<file path="src/sv/sprc_pkg.sv">
package sprc_pkg;

  localparam int ROW_BYTES = 8;
  localparam int HDR_BYTES = 3;
  localparam int POS_W = 4;
  localparam logic [POS_W-1:0] LAST_POS = POS_W'(HDR_BYTES + ROW_BYTES + 1);
  localparam logic [POS_W-1:0] CRC_LO_POS = POS_W'(HDR_BYTES + ROW_BYTES);
  localparam logic [POS_W-1:0] DATA_POS = POS_W'(HDR_BYTES);

  localparam logic [7:0] CMD_READ_SP = 8'hAA;
  localparam logic [7:0] IDLE_BYTE = 8'hFF;
  localparam logic [7:0] ES_OFF_MASK = 8'h07;
  localparam logic [7:0] ES_PF = 8'h20;
  localparam logic [7:0] ES_AA = 8'h80;
  localparam logic [15:0] CRC_POLY = 16'hA001;

  typedef enum logic [2:0] {
    ST_OK      = 3'd0,
    ST_IDLE    = 3'd1,
    ST_FLAGS   = 3'd2,
    ST_END_OFF = 3'd3,
    ST_ADDR    = 3'd4,
    ST_DATA    = 3'd5,
    ST_CRC     = 3'd6
  } status_t;

  typedef struct packed {
    logic [7:0]  ta1;
    logic [7:0]  ta2;
    logic [7:0]  es;
    logic [15:0] crc;
    logic        all_ones;
    logic        mismatch;
    logic [7:0]  crc_low;
  } acc_t;

  typedef struct packed {
    status_t    status;
    logic [7:0] ta1;
    logic [7:0] ta2;
    logic [7:0] es;
  } result_t;

  // One byte of the 1-Wire CRC-16, LSB first.
  function automatic logic [15:0] crc16_byte(input logic [15:0] crc, input logic [7:0] b);
    logic [15:0] c;
    c = crc ^ {8'h00, b};
    for (int k = 0; k < 8; k++) begin
      c = c[0] ? ((c >> 1) ^ CRC_POLY) : (c >> 1);
    end
    return c;
  endfunction

  localparam logic [15:0] CRC_SEED = crc16_byte(16'h0000, CMD_READ_SP);

endpackage

</file>
<file path="src/sv/sprc_judge.sv">
module sprc_judge (
  input  sprc_pkg::acc_t    acc,
  input  logic [7:0]        response_byte,
  input  logic [6:0]        row_address,
  input  logic              verify_data,
  output sprc_pkg::result_t res
);

  logic [2:0] t_off;
  logic [2:0] e_off;
  logic [2:0] want_end;
  logic [15:0] crc_inv;
  logic idle;
  logic crc_bad;

  assign t_off = acc.ta1[2:0];
  assign e_off = acc.es[2:0];
  assign want_end = 3'(row_address[2:0] + 3'(sprc_pkg::ROW_BYTES - 1));
  assign crc_inv = ~acc.crc;
  assign idle = acc.all_ones && (response_byte == sprc_pkg::IDLE_BYTE);
  assign crc_bad = (e_off < t_off) || (acc.crc_low != crc_inv[7:0]) ||
                   (response_byte != crc_inv[15:8]);

  always_comb begin
    res.ta1 = '0;
    res.ta2 = '0;
    res.es = '0;
    if (idle) begin
      res.status = sprc_pkg::ST_IDLE;
    end else if ((acc.es & (sprc_pkg::ES_PF | sprc_pkg::ES_AA)) != 8'h00) begin
      res.status = sprc_pkg::ST_FLAGS;
    end else if (e_off != want_end) begin
      res.status = sprc_pkg::ST_END_OFF;
    end else if (acc.ta2 != 8'h00 || acc.ta1 != {1'b0, row_address}) begin
      res.status = sprc_pkg::ST_ADDR;
    end else if (verify_data && acc.mismatch) begin
      res.status = sprc_pkg::ST_DATA;
    end else if (crc_bad) begin
      res.status = sprc_pkg::ST_CRC;
    end else begin
      res.status = sprc_pkg::ST_OK;
      res.ta1 = acc.ta1;
      res.ta2 = acc.ta2;
      res.es = acc.es;
    end
  end

endmodule

</file>
<file path="config.mk">
export PLATFORM = sky130hd
export DESIGN_NAME = sprc_judge
export DESIGN_NICKNAME = d
export VERILOG_FILES = /design/src/sv/sprc_pkg.sv /design/src/sv/sprc_judge.sv
export SDC_FILE = /design/constraint.sdc
export NUM_CORES = 1
export LEC_CHECK = 0
export ABC_AREA = 0
export BUFFER_PORTS_ARGS = -buffer_cell sky130_fd_sc_hd__clkbuf_2
export CAP_MARGIN = 20
export CORE_MARGIN = 2
export CORE_UTILIZATION = 35
export DETAILED_ROUTE_END_ITERATION = 8
export PLACE_DENSITY = 0.91
export RECOVER_POWER = 25
export SLEW_MARGIN = 20
export SYNTH_ARGS = -nofsm -noshare
export SYNTH_HDL_FRONTEND = slang
export SYNTH_SLANG_ARGS = --single-unit
</file>
<file path="constraint.sdc">
create_clock -name vclk -period 4.9
set_clock_uncertainty 0.1 [all_clocks]
set_input_delay 0.245 -clock vclk [all_inputs]
set_output_delay 0.245 -clock vclk [all_outputs]
set_load 0.01 [all_outputs]
</file>
# Word-level counts from Yosys, hierarchy flattened
# Index checks and enable logic that the tools add are counted.
totals:
  reg_bits: 0
  inputBits: 66
  out_inout_bits: 27
  elab_cells: 27
op_classes:
  addsub: 1
  magnitude_cmp: 1
  n_eq_ne: 5
  mux: 12
  bitwise_logic: 1
  n_reduce_logical: 7
ops:
  columns: ["operator", "count"]
  rows:
  - ["24-bit two-way mux", 6]
  - ["3-bit two-way mux", 6]
  - ["8-bit inequality test", 2]
  - ["16-bit inverter", 1]
  - ["8-bit nonzero test", 2]
  - ["8-bit equality test (second input constant)", 1]
  - ["8-bit by 7-bit inequality test with 1-bit output", 1]
  - ["3-bit adder (second input constant)", 1]
  - ["1-bit logical OR", 3]
  - ["3-bit less-than comparator", 1]
  - ["3-bit inequality test", 1]
  - ["1-bit logical AND", 2]

# Depth between registers and ports, before layout
# Gate-level depths: netlist (run 1).
depth:
  word_depth: 10
  ltp_mapped: 8

# Worst setup path after synthesis (run 1)
# No wires, ideal clock.
synth_path:
  path_kind: "input-to-output"
  startpoint: "in row_address[3]"
  endpoint: "out res[16] in the netlist's numbering"
  arrival_ns: 1.997
  setup_slack_ns: 2.558
  cell_stages: 6
  cell_sequence: "xor2_1 > or4_1 > or4b_4 > nor4_2 > buf_4 > and2_1"
synth_lines:
  columns: ["element", "line_no", "text"]
  rows:
  - ["from (decl)", "sprc_judge.sv:4", "input logic [6:0] row_address,"]
  - ["to (decl)", "sprc_judge.sv:6", "output sprc_pkg::result_t res"]

==> results of run 1 <==
-- kinds of logic after synthesis --
kind of cell	Yosys count	synth area share, %
AND/OR/NAND/NOR	38	36.05
XOR/XNOR	26	36.81
buffers and inverters	16	15.94
AO/OA/AOI/OAI	5	4.933
adder cells (fa/ha/maj)	3	5.693
other	1	0.5687
-- final cells by class --
| class | count | area [um^2] |
|---|---|---|
| repair buffers | 82 | 409.1 |
| fillers | 179 | 708.2 |
| well taps | 25 | 31.28 |
| multi-input cells | 83 | 581.8 |
| inverters | 4 | 15.01 |
-- metal layers --
metal | wire length [um] | share of wire (%) | GRT usage (%)
met5 | 0 | 0 | 0
met4 | 12 | 0.62 | 1.111
met3 | 202 | 10 | 0.7692
met2 | 1012 | 53 | 35.95
met1 | 699 | 36 | 17.53
-- worst min-delay path by stage --
stage / endpoint / cells after the start / startpoint
finish: res[3] / 3 / acc[29]
global route: res[3] / 3 / acc[29]
CTS: res[3] / 3 / acc[29]
detailed placement: res[3] / 3 / acc[29]
global placement: res[3] / 3 / acc[29]
floorplan: res[0] / 1 / acc[26]
-- cells in the final DEF (no fill, tap or decap), drive strengths merged, types with 2 or more instances in the layout --
master	netlist	layout
and2	13	13
clkbuf	0	82
conb	1	11
ha	3	3
inv	4	4
nand2	3	3
nand4	4	4
nor2	2	2
nor4	9	9
xnor2	24	24
-- stage by stage --
stage	setup slack (ns)	utilization (%)	hold slack, ns
CTS	1.971	60.07	0.6805
floorplan	2.558	-	0.5344
detailed placement	1.972	60.07	0.6811
finish	1.509	59.43	0.6790
global placement	2.089	60.07	0.6813
global route	1.373	59.43	0.6928
-- worst max-delay path, cell delays in order --
cell and delay (ns):
clkbuf_2 0.09, xor2_1 0.14, or4_1 0.41, or4b_1 0.56, nor4_1 1.20, and2_1 0.26, clkbuf_2 0.13
-- power breakdown --
group	switching (uW)	leakage (uW)	internal (uW)	total (uW)
registers	0	0	0	0
logic	30.7	0.000571	39.8	70.5
clock network	0	0	0	0
-- cells in the mapped netlist (all sizes together), types with 2 or more instances --
cell   instances  area share [%]
inv            4             2.3
nand4          4             3.8
buf           12              14
ha             3             5.7
nor2           2             1.1
nand2          3             1.7
and2          13              12
nor4           9             9.5
xnor2         24              32
==> out/summary.txt, run 1 <==
Die H: 47.41 um
Slew headroom: 2.931%
Critical Path Start: row_address[3]
Residual DRC count: 0
Pre-Repair DR Iteration Count: 2
Row count: 15
Register area: 0 um^2
Register area share after synthesis: 0%
Fin. max-slew vios: 0
Fin cells: 194
Nets: 240
Synthesis Warnings: 0
Vias after detailed routing: 865
Placed Area: 1049 um^2
First-pass GRT wire length: 2794 um
Mapped Area: 659.4 um^2
Drt wl/cell: 9.933 um
Period minus WS final: 3.391 ns
Hold crit path type: in -> out
DP Cell Count: 194
Layout cells sized above 1: 48.52%
Max frequency: 294.9 MHz
Tcrit/Tclk final: 69.20%
Initial core utilization: 37.78%
Starting DRC count in detailed routing: 4
Crit path DAT: 3.05 ns
Pin count of the biggest net entering global routing: 14
Die footprint: 2247 um^2
Routed wire length: 1927 um
Initial antenna violation count: 0
Post-CTS Setup Bufs: 0
Setup tns final: 0 ns
Total congestion overflow: 0
Leak Pwr: 0.0005709 uW
Design Area, Final: 1037 um^2
Crit-path max FO: 13
Die X: 47.41 um
Pwr Density: 67.98 nW/um^2
DR vias/cell: 4.459
DP HPWL: 1871 um
Diode count: 0
Post-Synthesis Cells: 89
Core area: 1745 um^2
Vias in the first global route: 728
Final Hold Viols: 0
Startpoint class of the critical path: input port
CP Capture Type: output pin
CP Class: in -> out
Post-CTS sizing: 0
Total GRT Usage: 16.60%
CTS Hold Bufs: 0
WP data required: 4.55 ns
Final setup viols: 0
Post-DRT Antenna Nets: 0
Placer Congestion: 0.6939
Slew @ Worst Pin: 1.443 ns
Synth-to-Final Area Change: 57.30%
Status: finished clean
Yosys cell types: 25
Max-Cap Viols: 0
IO Port Bufs: 82
Layout clock buffer count: 0
Total power: 70.51 uW
Syn avg cell area: 7.409 um^2
RSZ-0062 raised after global routing: false
Sequential cells: 0
Max VDD drop: 32.22 uV
Ports: 93
Critical Path Sink: res[20]
Note: power is estimated with default switching activity, not from simulation.
==> inputs of run 2 (changes only) <==
--- a/config.mk
+++ b/config.mk
@@ -9,9 +9,9 @@
 export BUFFER_PORTS_ARGS = -buffer_cell sky130_fd_sc_hd__clkbuf_2
 export CAP_MARGIN = 20
 export CORE_MARGIN = 2
-export CORE_UTILIZATION = 35
+export CORE_UTILIZATION = 29
 export DETAILED_ROUTE_END_ITERATION = 8
-export PLACE_DENSITY = 0.91
+export PLACE_DENSITY = 0.81
 export RECOVER_POWER = 25
 export SLEW_MARGIN = 20
 export SYNTH_ARGS = -nofsm -noshare
==> constraint.sdc (replaced) <==
create_clock -name vclk -period 3.05
set_clock_uncertainty 0.1 [all_clocks]
set_input_delay 0.1525 -clock vclk [all_inputs]
set_output_delay 0.1525 -clock vclk [all_outputs]
set_load 0.01 [all_outputs]
==> out/summary.txt, run 2 (synthesis results as in run 1) <==
Status: finished clean
Fill cells: 255 (+42%)
Max-Cap Viols: 0 (unchanged)
First-pass GRT wire length: 2987 um (+6.9%)
Crit-path max FO: 13 (unchanged)
CTS Hold Bufs: 0 (unchanged)
Layout clock buffer count: 0 (unchanged)
Multi-input logic area: 588.1 um^2 (+1.1%)
Residual DRC count: 0 (unchanged)
WP data required: 2.80 ns (-1.75 ns)
Total GRT Usage: 13.73% (-2.9 points)
Met3 usage: 1.437% (+0.67 points)
Initial core utilization: 30.10% (-7.7 points)
Final setup viols: 0 (unchanged)
IO Port Bufs: 82 (unchanged)
Leak Pwr: 0.0005694 uW (-0.25%)
Period minus WS final: 2.557 ns
Grt met1 use: 14.43% (-3.1 points)
Post-CTS sizing: 0 (unchanged)
Max frequency: 391.1 MHz
RSZ-0062 raised after global routing: false
Leading cell types in the layout, fill and taps excluded: clkbuf_2, xnor2_1, and2_1, conb_1, nor4_1
Placer Congestion: 0.6777 (-2.3%)
Hold_ws: 0.4930 ns (-0.1860 ns)
Row count: 17 (+2)
Register area: 0 um^2 (unchanged)
Post-CTS Setup Bufs: 0 (unchanged)
Fin cells: 198 (+2.1%)
Max VDD drop: 65.44 uV (+100%)
CP Class: in -> out
Commonest non-fill, non-tap cell in the layout: clkbuf_2
Pre-Repair DR Iteration Count: 1 (-1)
Diode count: 0 (unchanged)
Nets: 241 (+0.42%)
Post-DRT Antenna Nets: 0 (unchanged)
Drt wl/cell: 9.136 um (-8.0%)
Die X: 51.69 um (+9.0%)
Sequential cells: 0 (unchanged)
Die footprint: 2671 um^2 (+19%)
Initial antenna violation count: 0 (unchanged)
Startpoint class of the critical path: input port
Starting DRC count in detailed routing: 0 (-4)
Core area: 2191 um^2 (+26%)
DP HPWL: 1778 um (-5.0%)
Vias in the first global route: 786 (+8.0%)
Placed Area: 1060 um^2 (+1.1%)
Fin. max-slew vios: 0 (unchanged)
Setup tns final: 0 ns (unchanged)
Ports: 93 (unchanged)
Vias after detailed routing: 854 (-1.3%)
Crit path DAT: 2.30 ns (-0.75 ns)
Final core occ: 47.92% (-12 points)
CP Capture Type: output pin
DP Cell Count: 198 (+2.1%)
Pin count of the biggest net entering global routing: 14 (unchanged)
Pwr Density: 107.5 nW/um^2 (+58%)
Routed wire length: 1809 um (-6.1%)
GR Util met2: 29.91% (-6.0 points)
Layout cells sized above 1: 48.24% (-0.29 points)
Hold crit path type: in -> out
DR vias/cell: 4.313 (-3.3%)
Total congestion overflow: 0 (unchanged)
Final Hold Viols: 0 (unchanged)
Tcrit/Tclk final: 83.84%
Synth-to-Final Area Change: 59.20%
Die H: 51.69 um (+9.0%)
GRT busiest layer: met2
Design Area, Final: 1050 um^2 (+1.2%)
## run 2: changes by cell type in the layout (fill, tap and decap cells not counted)
| cell | before | now |
|---|---|---|
| clkbuf_1 | 1 | 3 |
| a21boi_0 | 1 | 0 |
| a21boi_1 | 0 | 1 |
| clkbuf_2 | 81 | 80 |
| nor4_1 | 9 | 8 |
| nor4_2 | 0 | 1 |
## run 2: cell type report
type	instances	area share [%]
multi-input cells	83	56.02
repair buffers	83	39.21
inverters	4	1.430
well taps	28	3.337
## run 2: layer usage
metal	part of all wire, %	vias up
li1	-	446
met1	37	347
met2	49	61
met3	13	0
met4	0	0
met5	0	-
## run 2: power by group
group          leakage, uW  internal (uW)  total (uW)  switching, uW
logic             0.000569           64.1         113           48.8
registers                0              0           0              0
clock network            0              0           0              0
## run 2: path summary, 6_finish.rpt
| path | startpoint | endpoint | cells past startpoint |
|---|---|---|---|
| worst max-delay path | row_address[3] | res[2] | 8 |
| worst min-delay path | acc[30] | res[4] | 3 |
## run 2: through the flow
step	power (uW)	setup slack, ns
after floorplan	66.28	0.8927
after global placement	113.4	0.7419
after detailed placement	114.7	0.7162
after CTS	115.3	0.7129
after global routing	127.7	0.2785
final	112.9	0.4930
## run 2: critical path, stage by stage
cell,delay (ns)
clkbuf_2,0.09
xor2_1,0.14
or4_1,0.41
or4b_1,0.57
nor4_2,0.26
clkbuf_1,0.35
and2_1,0.20
clkbuf_2,0.13
